### config.mk
export PLATFORM = sky130hd
export DESIGN_NAME = grid_neighbor_enumerator_flat
export DESIGN_NICKNAME = d
export VERILOG_FILES = /design/src/rtl/core/gne_pkg.sv /design/src/rtl/core/gne_if.sv /design/src/rtl/core/gne_front.sv /design/src/rtl/core/gne_queue.sv /design/src/rtl/core/gne_back.sv /design/src/rtl/core/grid_neighbor_enumerator.sv /design/src/flat_wrapper.sv
export SDC_FILE = /design/constraint.sdc
export NUM_CORES = 1
export LEC_CHECK = 0
export BUFFER_PORTS_ARGS = -buffer_cell sky130_fd_sc_hd__buf_2
export CORE_MARGIN = 4
export CORE_UTILIZATION = 45
export CTS_CLUSTER_DIAMETER = 50
export DETAILED_ROUTE_END_ITERATION = 6
export PLACE_DENSITY = 0.67
export SYNTH_ARGS = -nofsm -noshare
export SYNTH_HDL_FRONTEND = slang
export SYNTH_SLANG_ARGS = --single-unit
### constraint.sdc
create_clock -name clock -period 7.7 [get_ports clock]
set_input_delay 0.385 -clock clock [delete_from_list [all_inputs] [get_ports clock]]
set_output_delay 0.385 -clock clock [all_outputs]
set_load 0.01 [all_outputs]
### src/rtl/core/gne_pkg.sv
// ----------------------------------------------------------------------------
// gne_pkg
// constants, offset tables and helpers for the grid neighbor enumerator
// ----------------------------------------------------------------------------
package gne_pkg;

   localparam int MAX_DIM     = 256;
   localparam int DIM_W       = $clog2(MAX_DIM + 1);
   localparam int COORD_W     = 8;
   localparam int INDEX_W     = 16;
   localparam int CSR_W       = 9;
   localparam int CSR_IDX_W   = 2;
   localparam int NUM_OFF     = 8;
   localparam int OFF_IDX_W   = $clog2(NUM_OFF);
   localparam int CAND_W      = COORD_W + 2;
   localparam int QUEUE_DEPTH = 2;
   localparam int QPTR_W      = $clog2(QUEUE_DEPTH);
   localparam int QCNT_W      = $clog2(QUEUE_DEPTH + 1);

   localparam logic [1:0] KIND_RECT = 2'd0;
   localparam logic [1:0] KIND_HEX  = 2'd1;
   localparam logic [1:0] KIND_OCT  = 2'd2;

   localparam logic [CSR_IDX_W-1:0] CSR_WIDTH  = 2'd0;
   localparam logic [CSR_IDX_W-1:0] CSR_HEIGHT = 2'd1;
   localparam logic [CSR_IDX_W-1:0] CSR_KIND   = 2'd2;

   localparam logic signed [1:0] RECT_DX [NUM_OFF] =
      '{2'sd1, -2'sd1, 2'sd0, 2'sd0, 2'sd0, 2'sd0, 2'sd0, 2'sd0};
   localparam logic signed [1:0] RECT_DY [NUM_OFF] =
      '{2'sd0, 2'sd0, 2'sd1, -2'sd1, 2'sd0, 2'sd0, 2'sd0, 2'sd0};
   localparam logic signed [1:0] HEX_DX [NUM_OFF] =
      '{2'sd1, -2'sd1, 2'sd1, 2'sd1, -2'sd1, -2'sd1, 2'sd0, 2'sd0};
   localparam logic signed [1:0] HEX_DY [NUM_OFF] =
      '{2'sd0, 2'sd0, 2'sd1, -2'sd1, 2'sd1, -2'sd1, 2'sd0, 2'sd0};
   localparam logic signed [1:0] OCT_DX [NUM_OFF] =
      '{-2'sd1, 2'sd0, 2'sd1, -2'sd1, 2'sd1, -2'sd1, 2'sd0, 2'sd1};
   localparam logic signed [1:0] OCT_DY [NUM_OFF] =
      '{2'sd1, 2'sd1, 2'sd1, 2'sd0, 2'sd0, -2'sd1, -2'sd1, -2'sd1};

   typedef struct packed {
      logic [DIM_W-1:0] width;
      logic [DIM_W-1:0] height;
      logic [1:0]       kind;
   } cfg_type;

   typedef struct packed {
      logic [COORD_W-1:0] px;
      logic [COORD_W-1:0] py;
      logic [1:0]         kind;
      logic [NUM_OFF-1:0] mask;
   } task_type;

   function automatic logic [DIM_W-1:0] clamp_dim(input logic [CSR_W-1:0] v);
      logic [31:0] wide;
      wide = 32'(v);
      if (wide > 32'(MAX_DIM)) begin
         return DIM_W'(MAX_DIM);
      end
      return DIM_W'(wide);
   endfunction

   function automatic logic signed [1:0] off_dx(input logic [1:0] kind,
                                                input logic [OFF_IDX_W-1:0] pos);
      logic signed [1:0] d;
      case (kind)
         KIND_RECT: d = RECT_DX[pos];
         KIND_HEX:  d = HEX_DX[pos];
         KIND_OCT:  d = OCT_DX[pos];
         default:   d = 2'sd0;
      endcase
      return d;
   endfunction

   function automatic logic signed [1:0] off_dy(input logic [1:0] kind,
                                                input logic [OFF_IDX_W-1:0] pos);
      logic signed [1:0] d;
      case (kind)
         KIND_RECT: d = RECT_DY[pos];
         KIND_HEX:  d = HEX_DY[pos];
         KIND_OCT:  d = OCT_DY[pos];
         default:   d = 2'sd0;
      endcase
      return d;
   endfunction

   function automatic logic [OFF_IDX_W:0] off_count(input logic [1:0] kind);
      logic [OFF_IDX_W:0] n;
      case (kind)
         KIND_RECT: n = (OFF_IDX_W+1)'(4);
         KIND_HEX:  n = (OFF_IDX_W+1)'(6);
         KIND_OCT:  n = (OFF_IDX_W+1)'(8);
         default:   n = '0;
      endcase
      return n;
   endfunction

   // coordinate plus offset, kept with a sign bit and a carry bit
   function automatic logic [CAND_W-1:0] cand_ext(input logic [COORD_W-1:0] p,
                                                  input logic signed [1:0] d);
      return {2'b00, p} + {{(CAND_W-2){d[1]}}, d};
   endfunction

   function automatic logic cand_in(input logic [CAND_W-1:0] c,
                                    input logic [DIM_W-1:0] lim);
      return !c[CAND_W-1] && (c[CAND_W-2:0] < lim);
   endfunction

   function automatic logic [COORD_W-1:0] cand_coord(input logic [COORD_W-1:0] p,
                                                     input logic signed [1:0] d);
      return p + {{(COORD_W-2){d[1]}}, d};
   endfunction

endpackage

### src/rtl/core/gne_if.sv
// ----------------------------------------------------------------------------
// gne channel interfaces
// request and response channels with valid/ready handshake
// ----------------------------------------------------------------------------
interface gne_req_if;
   logic                        valid;
   logic                        ready;
   logic [gne_pkg::COORD_W-1:0] point_x;
   logic [gne_pkg::COORD_W-1:0] point_y;

   modport source (output valid, output point_x, output point_y, input ready);
   modport sink   (input valid, input point_x, input point_y, output ready);
endinterface

interface gne_rsp_if;
   logic                        valid;
   logic                        ready;
   logic [gne_pkg::COORD_W-1:0] neighbor_x;
   logic [gne_pkg::COORD_W-1:0] neighbor_y;
   logic [gne_pkg::INDEX_W-1:0] neighbor_index;
   logic                        last_neighbor;

   modport source (output valid, output neighbor_x, output neighbor_y,
                   output neighbor_index, output last_neighbor, input ready);
   modport sink   (input valid, input neighbor_x, input neighbor_y,
                   input neighbor_index, input last_neighbor, output ready);
endinterface

### src/rtl/core/gne_front.sv
// ----------------------------------------------------------------------------
// gne_front
// accepts a cell word and builds the mask of on-grid neighbor offsets
// ----------------------------------------------------------------------------
module gne_front (
   gne_req_if.sink             req_chan,
   input  gne_pkg::cfg_type    cfg,
   input  logic                q_full,
   output logic                push,
   output gne_pkg::task_type   push_task
);

   logic [gne_pkg::NUM_OFF-1:0]   mask;
   logic [gne_pkg::OFF_IDX_W:0]   count;

   always_comb begin
      count = gne_pkg::off_count(cfg.kind);
      for (int i = 0; i < gne_pkg::NUM_OFF; i++) begin
         mask[i] = ((gne_pkg::OFF_IDX_W+1)'(i) < count)
            && gne_pkg::cand_in(gne_pkg::cand_ext(req_chan.point_x,
                  gne_pkg::off_dx(cfg.kind, gne_pkg::OFF_IDX_W'(i))), cfg.width)
            && gne_pkg::cand_in(gne_pkg::cand_ext(req_chan.point_y,
                  gne_pkg::off_dy(cfg.kind, gne_pkg::OFF_IDX_W'(i))), cfg.height);
      end
   end

   assign req_chan.ready = !q_full;

   // words with no on-grid neighbor are dropped here
   assign push           = req_chan.valid && !q_full && (|mask);
   assign push_task.px   = req_chan.point_x;
   assign push_task.py   = req_chan.point_y;
   assign push_task.kind = cfg.kind;
   assign push_task.mask = mask;

endmodule

### src/rtl/core/gne_queue.sv
// ----------------------------------------------------------------------------
// gne_queue
// short fifo between the classify front and the enumerate back
// ----------------------------------------------------------------------------
module gne_queue (
   input  logic                clock,
   input  logic                reset,
   input  logic                push,
   input  gne_pkg::task_type   push_task,
   input  logic                pop,
   output logic                full,
   output logic                head_valid,
   output gne_pkg::task_type   head_task
);

   gne_pkg::task_type               entry_ff [gne_pkg::QUEUE_DEPTH];
   logic [gne_pkg::QPTR_W-1:0]      wr_ptr_ff, wr_ptr_in;
   logic [gne_pkg::QPTR_W-1:0]      rd_ptr_ff, rd_ptr_in;
   logic [gne_pkg::QCNT_W-1:0]      count_ff, count_in;

   assign full       = (count_ff == gne_pkg::QCNT_W'(gne_pkg::QUEUE_DEPTH));
   assign head_valid = (count_ff != '0);
   assign head_task  = entry_ff[rd_ptr_ff];

   always_comb begin
      wr_ptr_in = wr_ptr_ff;
      rd_ptr_in = rd_ptr_ff;
      count_in  = count_ff;
      if (push) begin
         wr_ptr_in = (wr_ptr_ff == gne_pkg::QPTR_W'(gne_pkg::QUEUE_DEPTH - 1)) ?
                     '0 : wr_ptr_ff + 1'b1;
      end
      if (pop) begin
         rd_ptr_in = (rd_ptr_ff == gne_pkg::QPTR_W'(gne_pkg::QUEUE_DEPTH - 1)) ?
                     '0 : rd_ptr_ff + 1'b1;
      end
      if (push && !pop) begin
         count_in = count_ff + 1'b1;
      end else if (pop && !push) begin
         count_in = count_ff - 1'b1;
      end
   end

   always_ff @(posedge clock) begin
      if (reset) begin
         wr_ptr_ff <= '0;
         rd_ptr_ff <= '0;
         count_ff  <= '0;
      end else begin
         wr_ptr_ff <= wr_ptr_in;
         rd_ptr_ff <= rd_ptr_in;
         count_ff  <= count_in;
      end
   end

   always_ff @(posedge clock) begin
      if (push) begin
         entry_ff[wr_ptr_ff] <= push_task;
      end
   end

endmodule

### src/rtl/core/gne_back.sv
// ----------------------------------------------------------------------------
// gne_back
// walks the mask one neighbor a cycle unless stalled; forms the linear index
// ----------------------------------------------------------------------------
module gne_back (
   input  logic                clock,
   input  logic                reset,
   input  gne_pkg::cfg_type    cfg,
   input  logic                head_valid,
   input  gne_pkg::task_type   head_task,
   output logic                pop,
   gne_rsp_if.source           rsp_chan
);

   logic [gne_pkg::NUM_OFF-1:0]   used_ff, used_in;
   logic [gne_pkg::NUM_OFF-1:0]   rem, rem_after, sel_bit;
   logic [gne_pkg::OFF_IDX_W-1:0] sel;
   logic                          sel_last;
   logic                          take;
   logic                          s1_adv;
   logic                          out_adv;

   logic                          s1_valid_ff, s1_valid_in;
   logic [gne_pkg::COORD_W-1:0]   s1_x_ff, s1_y_ff;
   logic                          s1_last_ff;

   logic                          out_valid_ff, out_valid_in;
   logic [gne_pkg::COORD_W-1:0]   out_x_ff, out_y_ff;
   logic [gne_pkg::INDEX_W-1:0]   out_index_ff, out_index_in;
   logic                          out_last_ff;

   always_comb begin
      rem = head_task.mask & ~used_ff;
      sel = '0;
      for (int i = gne_pkg::NUM_OFF - 1; i >= 0; i--) begin
         if (rem[i]) begin
            sel = gne_pkg::OFF_IDX_W'(i);
         end
      end
      sel_bit   = gne_pkg::NUM_OFF'(1) << sel;
      rem_after = rem & ~sel_bit;
      sel_last  = (rem_after == '0);
   end

   assign out_adv = !out_valid_ff || rsp_chan.ready;
   assign s1_adv  = !s1_valid_ff || out_adv;
   assign take    = head_valid && s1_adv;
   assign pop     = take && sel_last;

   always_comb begin
      used_in = used_ff;
      if (take) begin
         used_in = sel_last ? '0 : (used_ff | sel_bit);
      end
      s1_valid_in  = s1_adv ? take : s1_valid_ff;
      out_valid_in = out_adv ? s1_valid_ff : out_valid_ff;
      out_index_in = gne_pkg::INDEX_W'(32'(s1_x_ff) + 32'(s1_y_ff) * 32'(cfg.width));
   end

   always_ff @(posedge clock) begin
      if (reset) begin
         used_ff      <= '0;
         s1_valid_ff  <= 1'b0;
         out_valid_ff <= 1'b0;
      end else begin
         used_ff      <= used_in;
         s1_valid_ff  <= s1_valid_in;
         out_valid_ff <= out_valid_in;
      end
   end

   always_ff @(posedge clock) begin
      if (take) begin
         s1_x_ff    <= gne_pkg::cand_coord(head_task.px,
                          gne_pkg::off_dx(head_task.kind, sel));
         s1_y_ff    <= gne_pkg::cand_coord(head_task.py,
                          gne_pkg::off_dy(head_task.kind, sel));
         s1_last_ff <= sel_last;
      end
      if (out_adv) begin
         out_x_ff     <= s1_x_ff;
         out_y_ff     <= s1_y_ff;
         out_index_ff <= out_index_in;
         out_last_ff  <= s1_last_ff;
      end
   end

   assign rsp_chan.valid          = out_valid_ff;
   assign rsp_chan.neighbor_x     = out_x_ff;
   assign rsp_chan.neighbor_y     = out_y_ff;
   assign rsp_chan.neighbor_index = out_index_ff;
   assign rsp_chan.last_neighbor  = out_last_ff;

endmodule

### src/rtl/core/grid_neighbor_enumerator.sv
// ----------------------------------------------------------------------------
// grid_neighbor_enumerator
// emits the on-grid neighbors of a cell for 4-, 6- or 8-way connectivity
// ----------------------------------------------------------------------------
//  port       dir   role
//  req_chan   in    cell word: point_x, point_y
//  rsp_chan   out   neighbor word: x, y, linear index, last flag
//  csr_*      in    register writes: width, height, connectivity
//
//  a cell word is classified combinationally in the front; the back then sends
//  one neighbor word per cycle unless the output stalls, one for each on-grid
//  neighbor (4, 6 or 8 at most, none for a cell with no neighbor on the grid)
//  the first neighbor word of a cell passes the queue, stage-one and output registers
//  reset clears the queue and the pipeline and loads width 256, height 256, 4-way
//  either side may stall; a two-entry queue and the output register decouple them
// ----------------------------------------------------------------------------
module grid_neighbor_enumerator (
   input  logic                            clock,
   input  logic                            reset,
   gne_req_if.sink                         req_chan,
   gne_rsp_if.source                       rsp_chan,
   input  logic                            csr_we,
   input  logic [gne_pkg::CSR_IDX_W-1:0]   csr_index,
   input  logic [gne_pkg::CSR_W-1:0]       csr_wdata
);

   gne_pkg::cfg_type    cfg_ff;
   gne_pkg::task_type   push_task;
   gne_pkg::task_type   head_task;
   logic                push;
   logic                pop;
   logic                q_full;
   logic                head_valid;

   always_ff @(posedge clock) begin
      if (reset) begin
         cfg_ff.width  <= gne_pkg::DIM_W'(gne_pkg::MAX_DIM);
         cfg_ff.height <= gne_pkg::DIM_W'(gne_pkg::MAX_DIM);
         cfg_ff.kind   <= gne_pkg::KIND_RECT;
      end else if (csr_we) begin
         case (csr_index)
            gne_pkg::CSR_WIDTH:  cfg_ff.width  <= gne_pkg::clamp_dim(csr_wdata);
            gne_pkg::CSR_HEIGHT: cfg_ff.height <= gne_pkg::clamp_dim(csr_wdata);
            gne_pkg::CSR_KIND:   cfg_ff.kind   <= csr_wdata[1:0];
            default: ;
         endcase
      end
   end

   gne_front u_front (
      .req_chan  (req_chan),
      .cfg       (cfg_ff),
      .q_full    (q_full),
      .push      (push),
      .push_task (push_task)
   );

   gne_queue u_queue (
      .clock      (clock),
      .reset      (reset),
      .push       (push),
      .push_task  (push_task),
      .pop        (pop),
      .full       (q_full),
      .head_valid (head_valid),
      .head_task  (head_task)
   );

   gne_back u_back (
      .clock      (clock),
      .reset      (reset),
      .cfg        (cfg_ff),
      .head_valid (head_valid),
      .head_task  (head_task),
      .pop        (pop),
      .rsp_chan   (rsp_chan)
   );

endmodule

### src/flat_wrapper.sv
// flat-port wrapper written by rule: the top's interface ports become plain ports
module grid_neighbor_enumerator_flat 
  (clock, reset, csr_we, csr_index, csr_wdata, req_chan_valid, req_chan_point_x, req_chan_point_y, req_chan_ready, rsp_chan_valid, rsp_chan_neighbor_x, rsp_chan_neighbor_y, rsp_chan_neighbor_index, rsp_chan_last_neighbor, rsp_chan_ready);
  gne_req_if req_chan_i ();
  gne_rsp_if rsp_chan_i ();
  input  logic clock;
  input  logic reset;
  input  logic csr_we;
  input  logic [gne_pkg::CSR_IDX_W-1:0] csr_index;
  input  logic [gne_pkg::CSR_W-1:0] csr_wdata;
  input wire logic [$bits(req_chan_i.valid)-1:0] req_chan_valid;
  input wire logic [$bits(req_chan_i.point_x)-1:0] req_chan_point_x;
  input wire logic [$bits(req_chan_i.point_y)-1:0] req_chan_point_y;
  output wire logic [$bits(req_chan_i.ready)-1:0] req_chan_ready;
  output wire logic [$bits(rsp_chan_i.valid)-1:0] rsp_chan_valid;
  output wire logic [$bits(rsp_chan_i.neighbor_x)-1:0] rsp_chan_neighbor_x;
  output wire logic [$bits(rsp_chan_i.neighbor_y)-1:0] rsp_chan_neighbor_y;
  output wire logic [$bits(rsp_chan_i.neighbor_index)-1:0] rsp_chan_neighbor_index;
  output wire logic [$bits(rsp_chan_i.last_neighbor)-1:0] rsp_chan_last_neighbor;
  input wire logic [$bits(rsp_chan_i.ready)-1:0] rsp_chan_ready;
  assign req_chan_i.valid = req_chan_valid;
  assign req_chan_i.point_x = req_chan_point_x;
  assign req_chan_i.point_y = req_chan_point_y;
  assign req_chan_ready = req_chan_i.ready;
  assign rsp_chan_valid = rsp_chan_i.valid;
  assign rsp_chan_neighbor_x = rsp_chan_i.neighbor_x;
  assign rsp_chan_neighbor_y = rsp_chan_i.neighbor_y;
  assign rsp_chan_neighbor_index = rsp_chan_i.neighbor_index;
  assign rsp_chan_last_neighbor = rsp_chan_i.last_neighbor;
  assign rsp_chan_i.ready = rsp_chan_ready;
  grid_neighbor_enumerator u_core (.clock(clock), .reset(reset), .req_chan(req_chan_i), .rsp_chan(rsp_chan_i), .csr_we(csr_we), .csr_index(csr_index), .csr_wdata(csr_wdata));
endmodule
After elaboration in Yosys (flattened, before gate mapping)
Memory sizes are Yosys's and may differ from the RTL's. A register that Yosys moved wholly into a read port is not among the register bits.
Index checks and enable logic that the tools add are counted.
- bits of input ports: 32
- flip-flop bits (word level): 84
- memories kept: 7
- word-level logic and storage cells: 204
- ROM bits: 96
- RAM bits: 52
- memory list (memory ; words ; width ; rd ports ; clocked after memory_dff ; wr ports ; line ; text):
    u_core.u_queue.entry_ff ; 2 ; 26 ; 1 ; 1 ; 1 ; gne_queue.sv:16 ; gne_pkg::task_type entry_ff [gne_pkg::QUEUE_DEPTH];
    (name not given) ; 8 ; 2 ; 1 ; 0 ; 0 ; gne_pkg.sv:81 ; KIND_OCT: d = OCT_DY[pos];
    (name not given) ; 8 ; 2 ; 1 ; 0 ; 0 ; gne_pkg.sv:80 ; KIND_HEX: d = HEX_DY[pos];
    (name not given) ; 8 ; 2 ; 1 ; 0 ; 0 ; gne_pkg.sv:79 ; KIND_RECT: d = RECT_DY[pos];
    (name not given) ; 8 ; 2 ; 1 ; 0 ; 0 ; gne_pkg.sv:69 ; KIND_OCT: d = OCT_DX[pos];
    (name not given) ; 8 ; 2 ; 1 ; 0 ; 0 ; gne_pkg.sv:68 ; KIND_HEX: d = HEX_DX[pos];
    1 more memories ; - ; - ; - ; - ; - ; - ;
- multipliers: 1
- multiplexer cells: 54
- bitwise operators: 6
- equality and inequality tests: 7
- shift operators: 1
- $add $sub $neg: 20
- reduce and logical (&&, ||, !) cells: 68
- $lt $le $gt $ge: 24
- operator list (cell ; count):
    9-bit by 2-bit adder with 10-bit output ; 13
    9-bit less-than comparator ; 13
    2-bit 2-to-1 mux ; 19
    1-bit logical AND ; 35
    9-bit 2-to-1 mux ; 3
    3-bit 2-to-1 mux ; 8
    1-bit zero test ; 18
    1-bit 2-to-1 mux ; 17
    8-bit by 16-bit adder with 16-bit output ; 1
    8-bit adder ; 2
    8-bit bitwise AND ; 2
    3-bit by 4-bit less-than comparator with 1-bit output (first input constant) ; 4
    8-bit by 9-bit multiplier with 16-bit output ; 1
    8-bit NOT ; 2
    2-bit case mux with 2 select lines ; 3
    2-bit case mux with 3 select lines ; 2
    4-bit case mux with 3 select lines ; 1
    9-bit > comparator (second input constant) ; 1
    8-bit by 9-bit less-than comparator with 1-bit output ; 1
    2-bit == test (second input constant) ; 4
    8-bit zero test ; 1
    1-bit by 4-bit less-than comparator with 1-bit output (first input constant) ; 2
    2-bit by 4-bit less-than comparator with 1-bit output (first input constant) ; 2
    8-bit 2-to-1 mux ; 1
    other kinds (15) ; 25

Longest topological paths before layout
Gate-level depths: netlist (run 1).
- word-level depth: 18
- mapped depth: 27
- depth with buffers taken out: 26

Modules after synthesis
From an unflattened synthesis (run 1), not the netlist that was laid out.
- cell total of the unflattened synthesis: 1496
- area total of the unflattened synthesis: 14283.7 um^2
- modules (own cells, without submodules) (module ; area an instance (um^2) ; sequential area each (um^2) ; instances ; cells an instance):
    gne_front ; 5955.7 ; 0.0 ; 1 ; 788
    gne_back ; 5375.2 ; 1701.6 ; 1 ; 526
    gne_queue ; 2092.0 ; 1661.6 ; 1 ; 103
    grid_neighbor_enumerator ; 860.8 ; 400.4 ; 1 ; 79

Least setup slack after synthesis (run 1)
No wires, ideal clock.
- path type: reg-to-reg
- start: reg u_core.cfg_ff[0] in the netlist's numbering
- end: mem u_core.u_queue.entry_ff[1][0] in the netlist's numbering (enable)
- setup slack: 2247 ps
- data required time: 7315 ps
- clock period less this slack: 5453 ps
- buffers on the path: 0
- cell stages (with the launch flop): 20
- data arrival time: 5068 ps
- cells stage by stage: dfxtp_1 -> inv_1 -> ha_1 -> ha_1 -> fa_1 -> a21o_1 -> a21o_1 -> a21o_1 -> a21o_1 -> a21oi_1 -> nor2_1 -> nor2_1 -> xnor2_1 -> ha_1 -> a221oi_1 -> o2111ai_1 -> nor4_1 -> nor4_2 -> a21oi_2 -> and2_1
- RTL lines (what ; line ; text):
    start, declared ; grid_neighbor_enumerator.sv:27 ; gne_pkg::cfg_type cfg_ff;
    end, declared ; gne_queue.sv:16 ;

==> out/results.ini, run 1 <==
[critical_path]
crit_arrival_ps=6520
worst_r2r_endpoint=u_core.u_queue.entry_ff[1][20]$_DFFE_PP_
cp-end-kind=register
cp.required_ps=7810
rr_startpoint=u_core.cfg_ff[0]$_SDFFE_PP0P_
reg2reg_depth=20
crit_path_end=u_core.u_queue.entry_ff[1][20]$_DFFE_PP_
start_kind=register
reg2reg_slack_ps=1290
cp_max_fo=25
setup.worst_path.start=u_core.cfg_ff[0]$_SDFFE_PP0P_
critPathKind=reg -> reg

[finish]
synthToLayoutAreaGrowth_pct=9.08
final_nets=1838
multiInputGateArea_um2=9360
drive_above_1_share_pct=8.71
regArea_um2=3760
nFillCells=2792
mostFrequentLayoutCells=236 x ha_1, 150 x nand2_1, 136 x inv_1
final_common_cell=ha_1
diodes=0

[floorplanning]
die-area_um2=33600
rows=63
io_pins=67
die_y_um=183
initial_core_util_pct=46.2
die_width_um=183
core_area_um2=30000

[global_routing]
track_usage_pct=19.7
antenna_found_initial=0
grt_pass1_vias=10734
grt_pass1_wl_mm=53.6
grt_max_degree=32
overflow=0

[cts]
root_buffer=clkbuf_16
clk_pin_slew_ps=60
cts_tree=yes
cts_buffers=17
htreeDepth=4
cts-hold-fix-buffers=0
cts.repair.resized=0
clk_latency_ps=420
cts_buffer_depth=2
postCtsSetupBuffers=0
cts.sinks=137

[pwr]
pwr_density_cell_nw_per_um2=203
power_mw=3.06
power_leakage_nw=6.61
vdd_drop_max_v=0.000179

[sta]
fin_crit_sh_pct=83.3
tns_ps=0
tightest_slew_ps=942
fmax_mhz=156
skew_ps=6.77
hold_viol=0
rsz0062_at_grt=false
relSlewSlack_pct=37.2
final_max_slew_viol_count=0
period_minus_slack_ps=6410
setup_violations=0

[route]
ant_nets=0
drc_errors=0
firstDrtPassIters=5
via_per_inst=5.60
drt-initial-drc-count=679
wl_per_cell_um=17.4
totalWireLength_mm=33.3
vias=10741

[yosys]
ys_seq_elements=137
netlist_instances=1467
ys_seq_area_share_pct=27.2
synth-edff-count=102
synth_warnings=0
synthArstFlopShare_pct=0
synth.net_count=1791
synth_cell_type_count=70
postSynthAreaPerCell_um2=9.42
netlist_area_um2=13800
synthFlopType=edfxtp_1

[run]
drv_cap=0

[placed_design]
port_buffers=66
gp_congestion=0.913
hpwl_mm=25.6

[worst_hold_path]
min_path_type=in -> reg

[status]
status=finished, final reports clean

-- through the flow --
step / setup slack, ps / area (µm²) / cells / hold WS (ps) / util, %
5_1_grt: 825 / 15100 / 1917 / 254 / 50.3
3_3_place_gp: 1550 / 14500 / 1885 / 410 / 48.4
3_5_place_dp: 1340 / 14500 / 1885 / 431 / 48.4
4_1_cts: 1350 / 15100 / 1917 / 238 / 50.3
2_1_floorplan: 2250 / 13800 / 1467 / 400 / -
6_report: 1290 / 15100 / 1917 / 259 / 50.3
-- cell families (layout without fill, tap and decap cells) --
group | Yosys count | in the layout | share of synthesized area, %
XOR/XNOR | 123 | 123 | 7.79
buffers and inverters | 181 | 241 | 5.10
multiplexers | 35 | 35 | 2.68
AO/OA/AOI/OAI | 300 | 300 | 14.1
flip-flops | 137 | 137 | 27.2
adder cells (fa/ha/maj) | 292 | 292 | 29.5
AND/OR/NAND/NOR | 399 | 399 | 13.6
-- worst max-delay path, cell delays in order, from the launching register on --
cell,delay [ps]
dfxtp_1,470
inv_1,130
ha_1,700
ha_1,540
fa_1,450
a21o_1,170
a21o_1,190
a21o_1,180
a21o_1,190
a21oi_1,150
nor2_1,50
nor2_1,110
xnor2_1,80
ha_1,330
a221oi_1,280
o2111ai_1,150
nor4_1,700
nor4_2,170
a21oi_2,190
and2_1,520
buf_4,330
-- layer usage --
layer | up-vias | global-route usage [%] | part of all wire, %
met5 | - | 0 | 0
met4 | 0 | 6.59 | 3.0
met3 | 63 | 3.01 | 5.2
met2 | 294 | 33.7 | 48
met1 | 5126 | 25.6 | 44
li1 | 5258 | - | -
-- where the power goes --
group | total (mW) | switching [mW] | internal, mW
sequential | 1.13 | 0.102 | 1.03
combinational | 1.15 | 0.663 | 0.490
clock | 0.776 | 0.305 | 0.471
total | 3.06 | 1.07 | 1.99
-- worst min-delay path by stage --
stage                                             from                                             end  slack, ps  depth (start not counted)
global route                              csr_wdata[0]                   u_core.cfg_ff[0]$_SDFFE_PP0P_        250                          3
finish                                    csr_wdata[0]                   u_core.cfg_ff[0]$_SDFFE_PP0P_        260                          3
floorplan           u_core.u_back.s1_last_ff$_DFFE_PP_  u_core.u_back.rsp_chan.last_neighbor$_DFFE_PP_        400                          0
CTS                                       csr_wdata[0]                   u_core.cfg_ff[0]$_SDFFE_PP0P_        240                          3
detailed placement  u_core.u_back.s1_last_ff$_DFFE_PP_  u_core.u_back.rsp_chan.last_neighbor$_DFFE_PP_        430                          0
global placement    u_core.u_back.s1_last_ff$_DFFE_PP_  u_core.u_back.rsp_chan.last_neighbor$_DFFE_PP_        410                          0
-- sequential cells by signal, summed over array words and instances (netlist names), 2 cells and up, named ones only --
| signal | count |
|---|---|
| u_core.cfg_ff | 20 |
| u_core.u_back.rsp_chan.neighbor_index | 16 |
| u_core.u_back.rsp_chan.neighbor_x | 8 |
| u_core.u_back.rsp_chan.neighbor_y | 8 |
| u_core.u_back.s1_x_ff | 8 |
| u_core.u_back.s1_y_ff | 8 |
| u_core.u_back.used_ff | 8 |
| u_core.u_queue.count_ff | 2 |
| u_core.u_queue.entry_ff | 52 |
-- cell usage after synthesis (all sizes together), types with 8 or more instances --
cell	n	area (µm²)
xnor2	92	806
inv	137	514
a21o	23	173
a211oi	8	60.1
edfxtp	102	3060
ha	236	2950
o211ai	10	75.1
fa	56	1120
nor2	99	372
xor2	31	272
nand3	21	105
a21oi	98	494
mux2	16	180
a22oi	10	75.1
o21ai	56	280
nand2	150	563
nor2b	28	175
dfxtp	35	701
mux2i	19	190
clkbuf	32	120
and2	27	169
nand2b	10	62.6
o21bai	17	128
buf	12	71.3
nor3	17	85.1
-- cell type report --
class,instances,share of cell area [%]
timing repair buffer,72,2.49
multi-input combinational,1149,62.0
tap,390,3.24
inverter,137,3.41
clock inverter,11,0.523
clock buffer,21,3.34
sequential,137,25.0
(Power assumes the default switching activity.)
==> inputs of run 2 (changes only) <==
Settings changed: ABC_AREA set to 1, PLACE_DENSITY 0.67 to 0.66.
Clock period 7.7 ns to 6.13 ns, I/O delays scaled along.
==> run 2 against run 1 <==
Synthesized area increased by 2.2%. Via count up 7.2%. Clock-buffer cell count down 3. Die area rose by 2.1%. Global-route usage increased by 0.49 points. Core utilization is essentially flat. Highest routed layer unchanged. Clock skew rose by 5.7 ps. Cell area is 2.7% higher. Final cell count rose by 15%.
==> out/results.ini, run 2 <==
[status]
status=finished, final reports clean

[route]
dr_wl_met3_mm=1.98  ; +14%
dr_wl_met2_mm=16.3  ; +3.2%
firstDrtPassIters=5  ; unchanged
totalWireLength_mm=34.3  ; +3.0%
met1Wirelength_mm=15.0  ; +2.0%
via_per_inst=5.24  ; -6.5%
vias=11516  ; +7.2%
drc_errors=0  ; unchanged
top_layer_used=met4
wl_per_cell_um=15.6  ; -10%
ant_nets=0  ; unchanged
drt-initial-drc-count=739  ; +8.8%

[floorplanning]
io_pins=67  ; unchanged
rows=64  ; +1.6%
die_y_um=185  ; +1.0%
die-area_um2=34300  ; +2.1%
core_area_um2=30700  ; +2.7%
initial_core_util_pct=45.9  ; -0.21 points
die_width_um=185  ; +1.0%

[critical_path]
crit_path_frequent_cell=nand2_1
path_buf_inv=4  ; +2
crit_family=adder cells
slowest_stage=ha_1
cp.required_ps=6220  ; -1590 ps
critPathKind=reg -> reg
max_stage_delay_ps=660  ; -40 ps
cp_max_fo=22  ; -12%
start_kind=register
cp-end-kind=register
crit_arrival_ps=5520  ; -1000 ps

[global_routing]
grt_pass1_vias=10941  ; +1.9%
overflow=0  ; unchanged
grt_pass1_wl_mm=55.4  ; +3.3%
grt_max_degree=35  ; +9.4%
track_usage_pct=20.2  ; +0.49 points
antenna_found_initial=0  ; unchanged

[finish]
finalInstanceArea_um2=15500  ; +2.7%
final_common_cell=nand2_1
nFillCells=2933  ; +5.1%
synthToLayoutAreaGrowth_pct=9.57
regMostFlops=u_core.u_queue.entry_ff
diodes=0  ; unchanged
final_util_pct=50.3  ; about the same
mostFrequentLayoutCells=365 x nand2_1, 283 x inv_1, 236 x ha_1
largest_reg_flops=52  ; unchanged
final_nets=2114  ; +15%
drive_above_1_share_pct=7.15  ; -1.6 points

[cts]
cts-hold-fix-buffers=0  ; unchanged
cts_buffers=17  ; unchanged
clk_pin_slew_ps=60  ; about the same
cts.sinks=137  ; unchanged
postCtsSetupBuffers=0  ; unchanged
clk_latency_ps=420  ; about the same
cts_buffer_depth=2  ; unchanged
cts.repair.resized=0  ; unchanged
root_buffer=clkbuf_16
cts_tree=yes
htreeDepth=4  ; unchanged

[sta]
final_max_slew_viol_count=0  ; unchanged
hold_viol=0  ; unchanged
timing.final.ws_setup_ps=697  ; -590 ps
whs_ps=127  ; -131 ps
relSlewSlack_pct=20.1  ; -17 points
fin_crit_sh_pct=88.6  ; +5.3 points
skew_ps=12.4  ; +5.65 ps
tns_ps=0  ; unchanged
tightest_slew_ps=1190  ; +248 ps
setup_violations=0  ; unchanged
period_minus_slack_ps=5430  ; -980 ps
fmax_mhz=184  ; +18%
rsz0062_at_grt=false

[pwr]
pwr_density_cell_nw_per_um2=292  ; +44%
vdd_drop_max_v=0.000203  ; +14%
power_leakage_nw=7.71  ; +17%

[placed_design]
dp_worst_setup_slack_ps=773  ; -568 ps
placedInstanceArea_um2=14800  ; +2.4%
port_buffers=66  ; unchanged
gp_congestion=0.882  ; -3.3%
hpwl_mm=26.1  ; +1.7%

[yosys]
synth_top_area_share_pct=21.7  ; -0.48 points
netlist_instances=1735  ; +18%
synth-edff-count=102  ; unchanged
synth.net_count=2059  ; +15%
synthArstFlopShare_pct=0  ; unchanged
synth_common_cells=365 x nand2_1, 283 x inv_1, 236 x ha_1, 144 x a21oi_1, 103 x nor2_1
synth_cell_type_count=51  ; -27%
synth_warnings=0  ; unchanged
ys_seq_area_share_pct=26.6  ; -0.59 points
netlist_area_um2=14100  ; +2.2%
ys_seq_elements=137  ; unchanged
synthFlopType=edfxtp_1
yosysMostFrequentCell=nand2_1
yosysTopAreaCell=edfxtp_1
synth_area_leaders=edfxtp_1 22%, ha_1 21%, nand2_1 9.7%
postSynthAreaPerCell_um2=8.14  ; -14%

[run]
drv_cap=0  ; unchanged

[worst_hold_path]
min_path_type=in -> reg

[run 2: cells by family (layout without fill, tap and decap cells)]
family                     Yosys count  in the layout  share of synthesized area [%]
and+or+nand+nor                    591            591                           17.6
buffers and inverters              326            394                           8.92
adders and majority gates          292            292                           28.8
AOI/OAI and AO/OA                  266            266                           10.4
DFF                                137            137                           26.6
xor gates and xnor gates           121            121                           7.55
muxes                                2              2                          0.142
[run 2: routing by layer]
metal	track usage, %	up-vias
li1	-	5816
met2	34.4	309
met3	2.51	55
met4	6.72	0
met5	0	-
met1	26.8	5336
[run 2: path summary, 6_finish.rpt]
check,depth (start not counted),startpoint,end,slack [ps]
max,25,u_core.cfg_ff[0]$_SDFFE_PP0P_,u_core.u_queue.entry_ff[0][11]$_DFFE_PP_,700
min reg2reg,0,u_core.u_back.s1_last_ff$_DFFE_PP_,u_core.u_back.rsp_chan.last_neighbor$_DFFE_PP_,430
max reg2reg,25,u_core.cfg_ff[0]$_SDFFE_PP0P_,u_core.u_queue.entry_ff[0][11]$_DFFE_PP_,700
min,2,reset,u_core.u_back.rsp_chan.valid$_SDFFE_PP0P_,130
[run 2: worst register-to-register path, cell delays in order (launching register included)]
cell and delay (ps):
dfxtp_1 480, inv_1 130, ha_1 660, ha_1 330, inv_1 70, fa_1 390
o21ai_0 270, a21oi_1 120, o21ai_0 250, nand2_1 90, a21oi_1 140, nor2_1 60
xor2_1 140, ha_1 290, nand2_1 100, inv_1 40, a211oi_1 240, nand3_1 100
nor2_1 140, nand2_1 90, nand2_1 110, nor2_1 50, nand2_1 90, nand2_1 90
nor2_2 260, buf_4 350
[run 2: area by class of cell]
class	instances	area [µm²]	area share, %
Multi-Input combinational cell	1272	9110	58.8
Timing Repair Buffer	75	398	2.57
Clock inverter	14	209	1.35
Sequential cell	137	3760	24.3
Tap cell	396	495	3.20
Clock buffer	18	429	2.77
Inverter	287	1080	6.97
[run 2: per-stage QoR]
step	power, mW	instances
floorplan	2.90	1735
global placement	3.37	2167
detailed placement	3.43	2167
CTS	4.56	2199
global route	4.92	2199
finish	4.52	2199
[run 2: report_power, final]
group / internal, mW / leakage, nW / switching, mW
clock: 0.692 / 0.313 / 0.407
combinational: 0.786 / 6.11 / 1.20
sequential: 1.30 / 1.28 / 0.128
total: 2.78 / 7.71 / 1.74
